==> config.mk <==
export PLATFORM = sky130hd
export DESIGN_NAME = keyboard_matrix_event_queue_unit
export DESIGN_NICKNAME = d
export VERILOG_FILES = /design/src/sv/kmeq_pkg.sv /design/src/sv/kmeq_front.sv /design/src/sv/kmeq_actq.sv /design/src/sv/kmeq_back.sv /design/src/sv/keyboard_matrix_event_queue_unit.sv
export VERILOG_INCLUDE_DIRS = /design/src /design/src/sv
export SDC_FILE = /design/constraint.sdc
export NUM_CORES = 1
export LEC_CHECK = 0
export ABC_AREA = 1
export BUFFER_PORTS_ARGS = -buffer_cell sky130_fd_sc_hd__buf_2
export CORE_AREA = 2 2 238 357
export DETAILED_ROUTE_END_ITERATION = 8
export DIE_AREA = 0 0 240 359
export PLACE_DENSITY_LB_ADDON = 0.15
export SLEW_MARGIN = 15
export SYNTH_ARGS = -nofsm -noshare
export SYNTH_HDL_FRONTEND = slang
export SYNTH_SLANG_ARGS = --single-unit
==> constraint.sdc <==
create_clock -name clk -period 9.2 [get_ports clk]
set_input_delay 0 -clock clk [delete_from_list [all_inputs] [get_ports clk]]
set_output_delay 0 -clock clk [all_outputs]
set_load 0.01 [all_outputs]
==> src/sv/keyboard_matrix_event_queue_unit_macros.svh <==
// Assertion macros for the keyboard matrix event queue unit.
// No dependencies; the including module supplies clk and rst_n.
`ifndef KEYBOARD_MATRIX_EVENT_QUEUE_UNIT_MACROS_SVH
`define KEYBOARD_MATRIX_EVENT_QUEUE_UNIT_MACROS_SVH
`ifndef SYNTHESIS
`define KMEQ_ASSERT(lbl, prop, msg) \
  lbl: assert property (@(posedge clk) disable iff (!rst_n) prop) else $error(msg);
`define KMEQ_NEVER(lbl, expr, msg) \
  lbl: assert property (@(posedge clk) disable iff (!rst_n) !(expr)) else $error(msg);
`else
`define KMEQ_ASSERT(lbl, prop, msg)
`define KMEQ_NEVER(lbl, expr, msg)
`endif
`endif

==> src/sv/kmeq_pkg.sv <==
// Shared constants, types and key map for the keyboard matrix event queue.
// No dependencies.
package kmeq_pkg;

  localparam int QUEUE_DEPTH = 32;
  localparam int QW          = $clog2(QUEUE_DEPTH);
  localparam int CNT_W       = $clog2(QUEUE_DEPTH + 1);
  localparam int SUM_W       = $clog2(2 * QUEUE_DEPTH);
  localparam int TAP_TICKS   = 6;
  localparam int TAP_W       = 3;
  localparam int CYC_W       = 32;

  localparam logic [2:0] CMD_KEY   = 3'd0;
  localparam logic [2:0] CMD_TAP   = 3'd1;
  localparam logic [2:0] CMD_TICK  = 3'd2;
  localparam logic [2:0] CMD_READ  = 3'd3;
  localparam logic [2:0] CMD_CLEAR = 3'd4;

  localparam logic [1:0] M_NEUTRAL = 2'd0;
  localparam logic [1:0] M_SHIFT   = 2'd1;
  localparam logic [1:0] M_NOSHIFT = 2'd2;
  localparam logic [1:0] M_PERSIST = 2'd3;

  localparam logic [1:0] K_KEY   = 2'd0;
  localparam logic [1:0] K_MODE  = 2'd1;
  localparam logic [1:0] K_ALLUP = 2'd2;

  localparam logic [1:0] REG_STRETCH = 2'd0;
  localparam logic [1:0] REG_TURBO   = 2'd1;

  typedef struct packed {
    logic [2:0]  cmd;
    logic [7:0]  code;
    logic        rel;
    logic [7:0]  addr;
    logic [31:0] cyc;
    logic        mapped;
    logic [5:0]  key;
    logic [1:0]  mode;
  } item_t;

  typedef struct packed {
    logic             idle;
    logic [CNT_W-1:0] count;
  } bk_stat_t;

  // {mapped, mode, key}
  function automatic logic [8:0] map_code(input logic [7:0] c);
    logic [5:0] k;
    logic [1:0] m;
    logic       v;
    k = 6'd0;
    m = M_NEUTRAL;
    v = 1'b1;
    if (c == 8'h08) k = 6'd53;
    else if (c == 8'h0c) k = 6'd49;
    else if (c == 8'h0d) k = 6'd48;
    else if (c == 8'h1b) k = 6'd50;
    else if (c == 8'h20) k = 6'd55;
    else if (c >= 8'h21 && c <= 8'h2b) begin
      k = 6'(c - 8'h21 + 8'd33); m = M_SHIFT;
    end else if (c >= 8'h2c && c <= 8'h2f) begin
      k = 6'(c - 8'h2c + 8'd44); m = M_NOSHIFT;
    end else if (c >= 8'h30 && c <= 8'h3b) begin
      k = 6'(c - 8'h30 + 8'd32); m = M_NOSHIFT;
    end else if (c >= 8'h3c && c <= 8'h3f) begin
      k = 6'(c - 8'h3c + 8'd44); m = M_SHIFT;
    end else if (c >= 8'h40 && c <= 8'h5f) begin
      k = 6'(c - 8'h40);
      m = (c >= 8'h41 && c <= 8'h5a) ? M_SHIFT : M_NOSHIFT;
    end else if (c >= 8'h60 && c <= 8'h7e) begin
      k = 6'(c - 8'h60);
      m = (c >= 8'h61 && c <= 8'h7a) ? M_NOSHIFT : M_SHIFT;
    end else v = 1'b0;
    return {v, m, k};
  endfunction

  function automatic logic [7:0] force_row7(input logic [7:0] v, input logic [1:0] mode);
    logic [7:0] r;
    r = v;
    if (mode == M_NOSHIFT) r = v & 8'hfc;
    else if (mode != M_NEUTRAL && v[1:0] == 2'b00) r = v | 8'h01;
    return r;
  endfunction

endpackage

==> src/sv/kmeq_front.sv <==
// Front end: input handshake, one-item holding stage and key-code classification.
// Depends on kmeq_pkg.
module kmeq_front import kmeq_pkg::*; (
  input  logic        clk,
  input  logic        rst_n,
  input  logic        in_valid,
  output logic        in_ready,
  input  logic [2:0]  in_command,
  input  logic [7:0]  in_char_code,
  input  logic        in_key_released,
  input  logic [7:0]  in_read_address,
  input  logic [31:0] in_cycle_count,
  input  logic        take,
  output logic        item_vld,
  output item_t       item
);

  logic  vld_r, vld_nxt;
  item_t item_r;
  logic [8:0] mc;

  assign in_ready = !vld_r || take;
  assign item_vld = vld_r;
  assign item     = item_r;
  assign mc       = map_code(in_char_code);

  always_comb begin
    vld_nxt = vld_r;
    if (take) vld_nxt = 1'b0;
    if (in_valid && in_ready) vld_nxt = 1'b1;
  end

  always_ff @(posedge clk) begin
    if (!rst_n) begin
      vld_r <= 1'b0;
    end else begin
      vld_r <= vld_nxt;
    end
  end

  always_ff @(posedge clk) begin
    if (in_valid && in_ready) begin
      item_r.cmd    <= in_command;
      item_r.code   <= in_char_code;
      item_r.rel    <= in_key_released;
      item_r.addr   <= in_read_address;
      item_r.cyc    <= in_cycle_count;
      item_r.mapped <= mc[8];
      item_r.mode   <= mc[7:6];
      item_r.key    <= mc[5:0];
    end
  end

endmodule

==> src/sv/kmeq_actq.sv <==
// Action queue storage: one write port, one read port with registered data.
// Depends on kmeq_pkg.
module kmeq_actq import kmeq_pkg::*; (
  input  logic          clk,
  input  logic          wr_en,
  input  logic [QW-1:0] wr_addr,
  input  logic [9:0]    wr_data,
  input  logic          rd_en,
  input  logic [QW-1:0] rd_addr,
  output logic [9:0]    rd_data
);

  logic [9:0] mem [QUEUE_DEPTH];
  logic [9:0] rd_data_r;

  assign rd_data = rd_data_r;

  always_ff @(posedge clk) begin
    if (wr_en) mem[wr_addr] <= wr_data;
    if (rd_en) rd_data_r <= mem[rd_addr];
  end

endmodule

==> src/sv/kmeq_back.sv <==
// Back end: command sequencer, queue pointers, matrix, tap and read logic.
// Depends on kmeq_pkg and kmeq_actq.
module kmeq_back import kmeq_pkg::*; (
  input  logic        clk,
  input  logic        rst_n,
  input  logic        item_vld,
  input  item_t       item,
  output logic        take,
  input  logic [31:0] stretch,
  input  logic [7:0]  turbo,
  output logic        out_valid,
  input  logic        out_ready,
  output logic [7:0]  out_read_data,
  output logic [7:0]  out_keypress_level,
  output bk_stat_t    stat
);

  localparam logic [2:0] S_IDLE  = 3'd0;
  localparam logic [2:0] S_ENQ2  = 3'd1;
  localparam logic [2:0] S_DRAIN = 3'd2;
  localparam logic [2:0] S_DL    = 3'd3;
  localparam logic [2:0] S_WAIT  = 3'd4;
  localparam logic [2:0] S_DONE  = 3'd5;

  logic [2:0]       st_r, st_nxt;
  item_t            itm_r, itm_nxt;
  logic [QW-1:0]    head_r, head_nxt;
  logic [CNT_W-1:0] cnt_r, cnt_nxt;
  logic [7:0]       rows_r [8];
  logic [7:0]       rows_nxt [8];
  logic [1:0]       sfm_r, sfm_nxt;
  logic [6:0]       prs_r, prs_nxt;
  logic [1:0]       tick_r, tick_nxt;
  logic [CYC_W-1:0] dl_r, dl_nxt;
  logic             tapv_r, tapv_nxt;
  logic [5:0]       tapk_r, tapk_nxt;
  logic [1:0]       tapm_r, tapm_nxt;
  logic [TAP_W-1:0] tapt_r, tapt_nxt;
  logic [1:0]       last_r, last_nxt;
  logic [7:0]       kp_r, kp_nxt;
  logic [9:0]       a2_r, a2_nxt;
  logic             pend_r;
  logic             ov_r;
  logic [7:0]       ord_r, okp_r;

  logic             wr_en, rd_en;
  logic [9:0]       wr_data, rd_data;
  logic [SUM_W-1:0] tsum;
  logic [QW-1:0]    tail, head_inc;
  logic [7:0]       lvl;
  logic [CYC_W-1:0] cyc, diff;
  logic [7:0]       rdv;
  logic [TAP_W-1:0] tdec;
  logic [2:0]       arow, abit;
  logic             adown, awas;
  logic             out_free;

  kmeq_actq u_actq (
    .clk     (clk),
    .wr_en   (wr_en),
    .wr_addr (tail),
    .wr_data (wr_data),
    .rd_en   (rd_en),
    .rd_addr (head_r),
    .rd_data (rd_data)
  );

  assign tsum     = SUM_W'(head_r) + SUM_W'(cnt_r);
  assign tail     = (tsum >= SUM_W'(QUEUE_DEPTH)) ? QW'(tsum - SUM_W'(QUEUE_DEPTH)) : QW'(tsum);
  assign head_inc = (head_r == QW'(QUEUE_DEPTH - 1)) ? '0 : head_r + 1'b1;
  assign lvl      = (turbo != 8'd0) ? turbo : 8'd1;
  assign cyc      = CYC_W'(itm_r.cyc);
  assign diff     = dl_r - cyc;
  assign tdec     = (tapt_r != '0) ? tapt_r - 1'b1 : tapt_r;
  assign arow     = rd_data[5:3];
  assign abit     = rd_data[2:0];
  assign adown    = !rd_data[6];
  assign awas     = rows_r[arow][abit];
  assign out_free = !ov_r || out_ready;
  assign take     = (st_r == S_IDLE) && item_vld;

  assign out_valid          = ov_r;
  assign out_read_data      = ord_r;
  assign out_keypress_level = okp_r;
  assign stat.idle          = (st_r == S_IDLE);
  assign stat.count         = cnt_r;

  always_comb begin
    rdv = 8'd0;
    for (int r = 0; r < 7; r++) begin
      if (itm_r.addr[r]) rdv = rdv | rows_r[r];
    end
    if (itm_r.addr[7]) rdv = rdv | force_row7(force_row7(rows_r[7], sfm_r), tapm_r);
    if (tapv_r && itm_r.addr[tapk_r[5:3]]) rdv[tapk_r[2:0]] = 1'b1;
    if (itm_r.cmd != CMD_READ) rdv = 8'd0;
  end

  always_comb begin
    st_nxt   = st_r;
    itm_nxt  = itm_r;
    head_nxt = head_r;
    cnt_nxt  = cnt_r;
    rows_nxt = rows_r;
    sfm_nxt  = sfm_r;
    prs_nxt  = prs_r;
    tick_nxt = tick_r;
    dl_nxt   = dl_r;
    tapv_nxt = tapv_r;
    tapk_nxt = tapk_r;
    tapm_nxt = tapm_r;
    tapt_nxt = tapt_r;
    last_nxt = last_r;
    kp_nxt   = kp_r;
    a2_nxt   = a2_r;
    wr_en    = 1'b0;
    wr_data  = '0;
    rd_en    = 1'b0;

    case (st_r)
      S_IDLE: begin
        if (item_vld) begin
          itm_nxt = item;
          st_nxt  = S_DONE;
          case (item.cmd)
            CMD_KEY: begin
              if (item.code == 8'd0 && item.rel) begin
                wr_en    = 1'b1;
                wr_data  = {1'b0, K_ALLUP, 7'd0};
                last_nxt = M_NEUTRAL;
              end else if (item.mapped) begin
                wr_en = 1'b1;
                if (!item.rel) begin
                  if (last_r != M_PERSIST && last_r != item.mode) begin
                    last_nxt = item.mode;
                    wr_data  = {1'b0, K_MODE, 5'd0, item.mode};
                    a2_nxt   = {1'b0, K_KEY, 1'b0, item.key};
                    st_nxt   = S_ENQ2;
                  end else begin
                    wr_data = {1'b0, K_KEY, 1'b0, item.key};
                  end
                end else begin
                  wr_data = {1'b0, K_KEY, 1'b1, item.key};
                  if (last_r != M_NEUTRAL && last_r == item.mode) begin
                    last_nxt = M_NEUTRAL;
                    a2_nxt   = {1'b0, K_MODE, 5'd0, M_NEUTRAL};
                    st_nxt   = S_ENQ2;
                  end
                end
              end
            end
            CMD_TAP: begin
              if (item.mapped) begin
                tapv_nxt = 1'b1;
                tapk_nxt = item.key;
                tapm_nxt = item.mode;
                tapt_nxt = TAP_W'(TAP_TICKS);
                kp_nxt   = lvl;
              end
            end
            CMD_TICK: begin
              if (tick_r != 2'd3) tick_nxt = tick_r + 1'b1;
              if (tapv_r) begin
                tapt_nxt = tdec;
                if (tdec == '0) begin
                  tapv_nxt = 1'b0;
                  tapm_nxt = M_NEUTRAL;
                  kp_nxt   = 8'd0;
                end else begin
                  kp_nxt = lvl;
                end
              end
            end
            CMD_READ: st_nxt = (tick_r > 2'd2) ? S_DRAIN : S_DL;
            CMD_CLEAR: begin
              head_nxt = '0;
              cnt_nxt  = '0;
            end
            default: ;
          endcase
        end
      end
      S_ENQ2: begin
        wr_en   = 1'b1;
        wr_data = a2_r;
        st_nxt  = S_DONE;
      end
      S_DRAIN: begin
        rd_en = (cnt_r != '0);
        if (cnt_r == '0 && !pend_r) st_nxt = S_DL;
      end
      S_DL: begin
        if (diff[CYC_W-1]) begin
          dl_nxt = cyc + CYC_W'(stretch);
          rd_en  = (cnt_r != '0);
        end
        st_nxt = S_WAIT;
      end
      S_WAIT: st_nxt = S_DONE;
      S_DONE: begin
        if (out_free) begin
          st_nxt = S_IDLE;
          if (itm_r.cmd == CMD_READ) tick_nxt = 2'd0;
        end
      end
      default: st_nxt = S_IDLE;
    endcase

    if (wr_en && cnt_r < CNT_W'(QUEUE_DEPTH)) cnt_nxt = cnt_r + 1'b1;
    if (rd_en) begin
      head_nxt = head_inc;
      cnt_nxt  = cnt_r - 1'b1;
    end

    if (pend_r) begin
      case (rd_data[8:7])
        K_ALLUP: begin
          for (int r = 0; r < 8; r++) rows_nxt[r] = 8'd0;
          sfm_nxt = M_NEUTRAL;
          prs_nxt = 7'd0;
          kp_nxt  = 8'd0;
        end
        K_MODE: sfm_nxt = rd_data[1:0];
        K_KEY: begin
          if (adown != awas) begin
            rows_nxt[arow][abit] = adown;
            prs_nxt = adown ? prs_r + 1'b1 : prs_r - 1'b1;
            kp_nxt  = (prs_nxt != 7'd0) ? 8'd1 : 8'd0;
          end
        end
        default: ;
      endcase
    end
  end

  always_ff @(posedge clk) begin
    if (!rst_n) begin
      st_r   <= S_IDLE;
      head_r <= '0;
      cnt_r  <= '0;
      for (int r = 0; r < 8; r++) rows_r[r] <= 8'd0;
      sfm_r  <= M_NEUTRAL;
      prs_r  <= 7'd0;
      tick_r <= 2'd0;
      dl_r   <= '0;
      tapv_r <= 1'b0;
      tapm_r <= M_NEUTRAL;
      tapt_r <= '0;
      last_r <= M_NEUTRAL;
      kp_r   <= 8'd0;
      pend_r <= 1'b0;
      ov_r   <= 1'b0;
    end else begin
      st_r   <= st_nxt;
      head_r <= head_nxt;
      cnt_r  <= cnt_nxt;
      rows_r <= rows_nxt;
      sfm_r  <= sfm_nxt;
      prs_r  <= prs_nxt;
      tick_r <= tick_nxt;
      dl_r   <= dl_nxt;
      tapv_r <= tapv_nxt;
      tapm_r <= tapm_nxt;
      tapt_r <= tapt_nxt;
      last_r <= last_nxt;
      kp_r   <= kp_nxt;
      pend_r <= rd_en;
      if (st_r == S_DONE && out_free) ov_r <= 1'b1;
      else if (out_ready) ov_r <= 1'b0;
    end
  end

  always_ff @(posedge clk) begin
    itm_r  <= itm_nxt;
    tapk_r <= tapk_nxt;
    a2_r   <= a2_nxt;
    if (st_r == S_DONE && out_free) begin
      ord_r <= rdv;
      okp_r <= kp_r;
    end
  end

endmodule

==> src/sv/keyboard_matrix_event_queue_unit.sv <==
// Top level of the keyboard matrix event queue: configuration registers, front and back.
// Depends on kmeq_pkg, kmeq_front, kmeq_back and the assertion macro header.
// One item is in work at a time. Key change, tap, tick and clear items pass from the
// idle state to the done state, through the second enqueue state when a key change also
// queues a shift-mode action. A read passes through the deadline and wait states before
// the done state; when more than two ticks have passed it first drains the queue, which
// pops the action queue once a cycle until it is empty. The input stage takes the next
// item while the current one is in work, and the result register holds until taken.
`include "keyboard_matrix_event_queue_unit_macros.svh"
module keyboard_matrix_event_queue_unit import kmeq_pkg::*; (
  input  logic        clk,
  input  logic        rst_n,
  input  logic        in_valid,
  output logic        in_ready,
  input  logic [2:0]  in_command,
  input  logic [7:0]  in_char_code,
  input  logic        in_key_released,
  input  logic [7:0]  in_read_address,
  input  logic [31:0] in_cycle_count,
  output logic        out_valid,
  input  logic        out_ready,
  output logic [7:0]  out_read_data,
  output logic [7:0]  out_keypress_level,
  input  logic        cfg_we,
  input  logic [1:0]  cfg_index,
  input  logic [31:0] cfg_wdata
);

  logic [31:0] stretch_r;
  logic [7:0]  turbo_r;
  logic        item_vld, take;
  item_t       item;
  bk_stat_t    stat;

  always_ff @(posedge clk) begin
    if (!rst_n) begin
      stretch_r <= 32'd4000;
      turbo_r   <= 8'd0;
    end else if (cfg_we) begin
      if (cfg_index == REG_STRETCH) stretch_r <= cfg_wdata;
      if (cfg_index == REG_TURBO) turbo_r <= cfg_wdata[7:0];
    end
  end

  kmeq_front u_front (
    .clk             (clk),
    .rst_n           (rst_n),
    .in_valid        (in_valid),
    .in_ready        (in_ready),
    .in_command      (in_command),
    .in_char_code    (in_char_code),
    .in_key_released (in_key_released),
    .in_read_address (in_read_address),
    .in_cycle_count  (in_cycle_count),
    .take            (take),
    .item_vld        (item_vld),
    .item            (item)
  );

  kmeq_back u_back (
    .clk                (clk),
    .rst_n              (rst_n),
    .item_vld           (item_vld),
    .item               (item),
    .take               (take),
    .stretch            (stretch_r),
    .turbo              (turbo_r),
    .out_valid          (out_valid),
    .out_ready          (out_ready),
    .out_read_data      (out_read_data),
    .out_keypress_level (out_keypress_level),
    .stat               (stat)
  );

  `KMEQ_NEVER(a_cnt_bound, stat.count > CNT_W'(QUEUE_DEPTH), "queue count beyond depth")
  `KMEQ_ASSERT(a_take_idle, take |=> !stat.idle, "back took an item but stayed idle")
  `KMEQ_ASSERT(a_ready_empty, !item_vld |-> in_ready, "input stage empty but not ready")

endmodule
==> Word level (Yosys, flattened, before mapping) <==
Memory sizes are Yosys's and may differ from the RTL's. A register that Yosys moved wholly into a read port is not among the register bits.
Index checks and enable logic that the tools add are counted.
{ "word_totals": {"output_inout_bits": 18, "ram_bits": 320, "register_bits": 316, "word_cells": 355, "n_memories": 1, "inputBits": 91} }
{ "op_classes": {"reduce_logical": 81, "addsub": 21, "bitwise": 10, "eq_ne": 39, "muxes": 133, "order_cmp": 26} }
{ "memory_table": {"columns": ["name", "depth", "word_bits", "read_ports", "rd_ports_with_merged_regs", "write_ports", "line", "rtl"], "rows": [
  ["u_back.u_actq.mem", 32, 10, 1, 1, 1, "kmeq_actq.sv:13", "logic [9:0] mem [QUEUE_DEPTH];"]
]} }
{ "op_table": {"columns": ["cell", "count"], "rows": [
  ["$mux 8", 24],
  ["$pmux 64 s2", 1],
  ["$mux 10", 7],
  ["$mux 6", 11],
  ["$bwmux 64", 1],
  ["$mux 64", 1],
  ["$or 8x8->8", 8],
  ["$mux 3", 15],
  ["$mux 2", 22],
  ["$add 32x32->32", 1],
  ["$ge 8x6->1 const B", 4],
  ["$ge 8x7->1 const B", 4],
  ["$le 8x6->1 const B", 4],
  ["$le 8x7->1 const B", 4],
  ["$pmux 8 s2", 2],
  ["$sub 32x32->32", 1],
  ["$mux 5", 6],
  ["$sub 6x6->6 const B", 5],
  ["$reduce_bool 2->1", 14],
  ["$add 6x6->6 const B", 4],
  ["$bmux 8 s3", 1],
  ["$demux 8 s3", 1],
  ["$eq 8x4->1 const B", 3],
  ["$mux 1", 24],
  ["64 further kinds", 142]
]} }

==> Logic depth before layout (Yosys ltp) <==
{ "logic_depth": {"word_depth": 17, "depth_mapped": 21, "ltp_nobuf": 18} }

==> Hierarchy <==
Synthesis repeated with hierarchy kept, for this count alone.
{ "hier_totals": {"cells_unflattened": 3427, "hier_area_um2": 31293.8} }
{ "by_module_without_submodules": {"columns": ["module", "cells_each", "area_per_inst_um2", "instances", "seq_area_each_um2"], "rows": [
  ["kmeq_back", 1830, 13596.8, 1, 4944.7],
  ["kmeq_actq", 1140, 13430.4, 1, 9909.5],
  ["kmeq_front", 207, 2546.2, 1, 1851.8],
  ["keyboard_matrix_event_queue_unit", 250, 1720.4, 1, 800.8]
]} }

==> Least setup slack after synthesis <==
No wires, ideal clock.
{ "synth_path": {"path_kind": "flip-flop to flip-flop", "startpoint": "register u_back.st_r[2]", "endpoint": "register u_front.item_r (netlist bit u_front.item[0]) (enable)", "path_buffers": 0, "arrival_ns": 3.701, "required_ns": 8.700, "setup_time_ns": 0.500, "synth_period_minus_slack_ns": 4.201, "stages_incl_launch_ff": 6, "setup_slack_ns": 4.999, "cell_sequence": "dfxtp_1 > nor2_1 > inv_1 > nor2_1 > inv_1 > a21oi_1"} }
{ "synth_via": {"elab_chain_cells": 4} }
{ "synth_rtl": {"columns": ["item", "line", "rtl"], "rows": [
  ["from (decl)", "kmeq_back.sv:25", "logic [2:0] st_r, st_nxt;"],
  ["from (signal assigned)", "kmeq_back.sv:253", "st_r <= st_nxt;"],
  ["$logic_not 3->1", "kmeq_back.sv:80", "assign take = (st_r == S_IDLE) && item_vld;"],
  ["$logic_and 1x1->1", "kmeq_back.sv:80", null],
  ["$logic_or 1x1->1", "kmeq_front.sv:22", "assign in_ready = !vld_r || take;"],
  ["$logic_and 1x1->1", "kmeq_front.sv:42", "if (in_valid && in_ready) begin"],
  ["to (decl)", "kmeq_front.sv:19", "item_t item_r;"]
]} }
Every way passes these cells.
A chain may end at the register's enable or synchronous reset.

==> Final worst setup path <==
{ "layout_path": {"startpoint": "register u_front.item_r (netlist bit u_front.item[49])", "endpoint": "memory u_back.u_actq.mem[24][7] (enable)"} }
{ "layout_via": {"elab_chain_cells": 7} }
{ "layout_rtl": {"columns": ["item", "line", "rtl"], "rows": [
  ["$logic_and 1x1->1", "kmeq_back.sv:126", "if (item.code == 8'd0 && item.rel) begin"],
  ["$mux 1", "kmeq_back.sv:126", null],
  ["$mux 1", "kmeq_back.sv:124", "case (item.cmd)"],
  ["$mux 1", "kmeq_back.sv:121", "if (item_vld) begin"],
  ["$pmux 1 s2", "kmeq_back.sv:119", "case (st_r)"],
  ["$mux 1", "kmeq_actq.sv:19", "if (wr_en) mem[wr_addr] <= wr_data;"],
  ["$mux 1 (implied by the code)", "kmeq_actq.sv:19", null],
  ["to (decl)", "kmeq_actq.sv:13", null]
]} }
Every way passes these cells.

==> reports/results.ini <==
[route]
drt-initial-drc-count=1613
viasPerCell=5.284
wl_um=87570
drc=0
firstDrtPassIters=5
antenna_left=0
routedWlPerCell_um=19.90
vias=23257

[outcome]
status=finished clean

[power_and_ir_drop]
leakagePower_uw=0.01223
power.density_mw_per_mm2=207.8
peakVddDrop_mv=0.2385

[yosys]
synthDistinctLibCells=50
yosys_warnings=0
synthArstFlopShare_pct=0
synth_seq_cells=610
synth_edf_count=430
syn_inst=3082
synth_ff_type=edfxtp_1
avgSynthCellArea_um2=9.359
synth_area_mm2=0.02885
seq_area_frac_synth_pct=57.26
syn_nets=3263

[clock_network]
clkTransAtPathRegs_ns=0.06
clock-sinks=610
insertion_delay_ns=0.64
cts_resized=0
cts_buffers=61
htree_levels=2
root_buffer=clkbuf_16
cts_tree=yes
cts_buffer_depth=3

[floorplan]
pin_count=109
die_w_um=240
die_area_mm2=0.08616
core_mm2=0.08328
die_h_um=359
start_util_pct=34.64
row_count=130

[global_routing]
grt_usage_pct=20.04
grt_pass1_vias=23509
grt_overflow=0
grt_max_degree=94
grt_pass1_wl_um=134100
antenna_found_initial=0

[place]
globalplace.congestion=0.8664
place_area_mm2=0.03034
port_buffers=108
dp_hpwl_um=57280
place_ws_ns=5.084

[critical_path]
cp_max_fo=34
path_class=reg -> reg
critPathMaxStageDelay_ns=0.90
end_kind=flip-flop
cp-start-kind=flip-flop
cp_num_buf_inv=3
cp.depth=9
reg2reg_depth=9
cp.arrival_ns=4.27
slowest_stage=nor2_1
path_delay_family=simple AND/OR/NAND/NOR gates
cp_common_cell=nor2_1
critical_path_required_ns=9.45
cp_cell_sequence=inv_2, nor4_1, inv_1, nor2_2, buf_4, nor2_1, nand2_1, nand3_1, nor2_1

[sta]
slew_violations=0
setup_viol=0
hold_ws_ns=0.04127
fin_crit_sh_pct=43.70
setup_ws_ns=5.179
hold_viol_final=0
tns_ns=0
fmax_ghz=0.2487
skew_ns=0.02440
slew_headroom_pct=27.12
period_needed_ns=4.021
tightest_slew_ns=1.086
rsz0062_at_grt=no

[run]
drv_cap=0

[worst_hold_path]
hp-class=in -> reg
whs_path_depth=5

[layout]
antennaDiodeCount=0
regArea_mm2=0.01652
drive_above_1_share_pct=7.899
area_growth_pct=16.20
multi_input_area_mm2=0.01084
fin_area_mm2=0.03352
final_nets=3410
nFillCells=8291

worst register-to-register path: cells and delay by family (launching register included):
family	cells	cell delay [ns]
and+or+nand+nor	6	2.44
buffers and inverters	3	0.67
DFF	1	0.54
cells in the mapped netlist (31+ instances only):
cell type	count	area (um2)
o21ai_0	358	1792
dfxtp_1	180	3603
edfxtp_1	430	12910
nor3_1	34	170.2
nand2_1	477	1790
nand4_1	80	500.5
inv_1	212	795.8
nand3_1	174	870.8
a31oi_1	31	193.9
ha_1	87	1089
clkbuf_1	132	495.5
o221ai_1	56	490.5
a21oi_1	201	1006
nor2_1	434	1629
area by class of cell:
type	count	share of cell area (%)
Multi-Input combinational cell	2084	32.34
Sequential cell	610	49.30
Timing Repair Buffer	253	5.726
Inverter	219	2.456
Tap cell	1122	4.188
Clock inverter	40	1.303
Clock buffer	73	4.689
state kept, by name (all words and copies together) (netlist names), 3 cells and up:
name,cells
stretch_r,32
turbo_r,8
u_back.a2_r,7
u_back.cnt_r,6
u_back.cyc,32
u_back.dl_r,32
u_back.head_r,5
u_back.itm_r,11
u_back.kp_r,8
u_back.out_keypress_level,8
u_back.out_read_data,8
u_back.prs_r,7
u_back.rows_r,64
u_back.st_r,3
u_back.tapk_r,6
u_back.tapt_r,3
u_back.u_actq.mem,288
u_back.u_actq.rd_data,9
u_front.item,61
path summary, 6_finish.rpt:
check	start	endpoint	slack (ns)
setup reg to reg	u_front.item[49]	u_back.u_actq.mem[24][7]	5.18
hold / removal	cfg_index[0]	stretch_r[19]	0.04
hold reg to reg	u_front.item[34]	u_back.cyc[25]	0.42
setup / recovery	u_front.item[49]	u_back.u_actq.mem[24][7]	5.18
stage by stage:
| step | std cells | power, uW | util [%] |
|---|---|---|---|
| floorplan | 3082 | 4010 | - |
| global placement | 4172 | 4428 | 36.43 |
| detailed placement | 4172 | 4444 | 36.43 |
| CTS | 4401 | 7031 | 40.24 |
| global route | 4401 | 7257 | 40.25 |
| finish | 4401 | 6965 | 40.25 |
layout by cell type (no fill, tap or decap), types with 10 or more instances in the layout:
cell type,n
a31oi_1,31
o21ai_0,351
buf_2,108
dlygate4sd3_1,116
o221ai_1,56
clkinvlp_4,10
clkinv_1,11
xor2_1,24
a21oi_1,200
clkbuf_16,61
nor2_1,430
buf_4,29
inv_1,212
nand3_1,174
nand4_1,80
xnor2_1,20
dfxtp_1,177
a221oi_1,12
ha_1,87
nand2_1,477
nor3_1,33
clkbuf_1,12
o22ai_1,19
edfxtp_1,430
power by group:
part	total [uW]	internal, uW	switching (uW)
combinational	1110	312	801
clock	2550	1440	1100
sequential	3310	3190	114
per-layer routing:
metal	track usage [%]	wire, um	up-vias
met1	23.04	34600	11310
met4	8.720	3892	0
met3	2.319	3472	195
met2	36.93	45610	616
li1	-	-	11136
met5	0	0	-
repair_timing:
action / 4_1_cts / 5_1_grt
hold endpoints to repair: 147 / 0
hold buffers: 116 / 0
setup buffers: 0 / 0
kinds of logic after synthesis:
family / count (synthesis) / synth area share (%)
adder cells (fa/ha/maj): 90 / 3.982
AND/OR/NAND/NOR: 1215 / 17.58
XOR/XNOR: 44 / 1.336
AO/OA/AOI/OAI: 735 / 14.42
buffers and inverters: 388 / 5.422
flip-flops: 610 / 57.26
(Power assumes the default switching activity.)
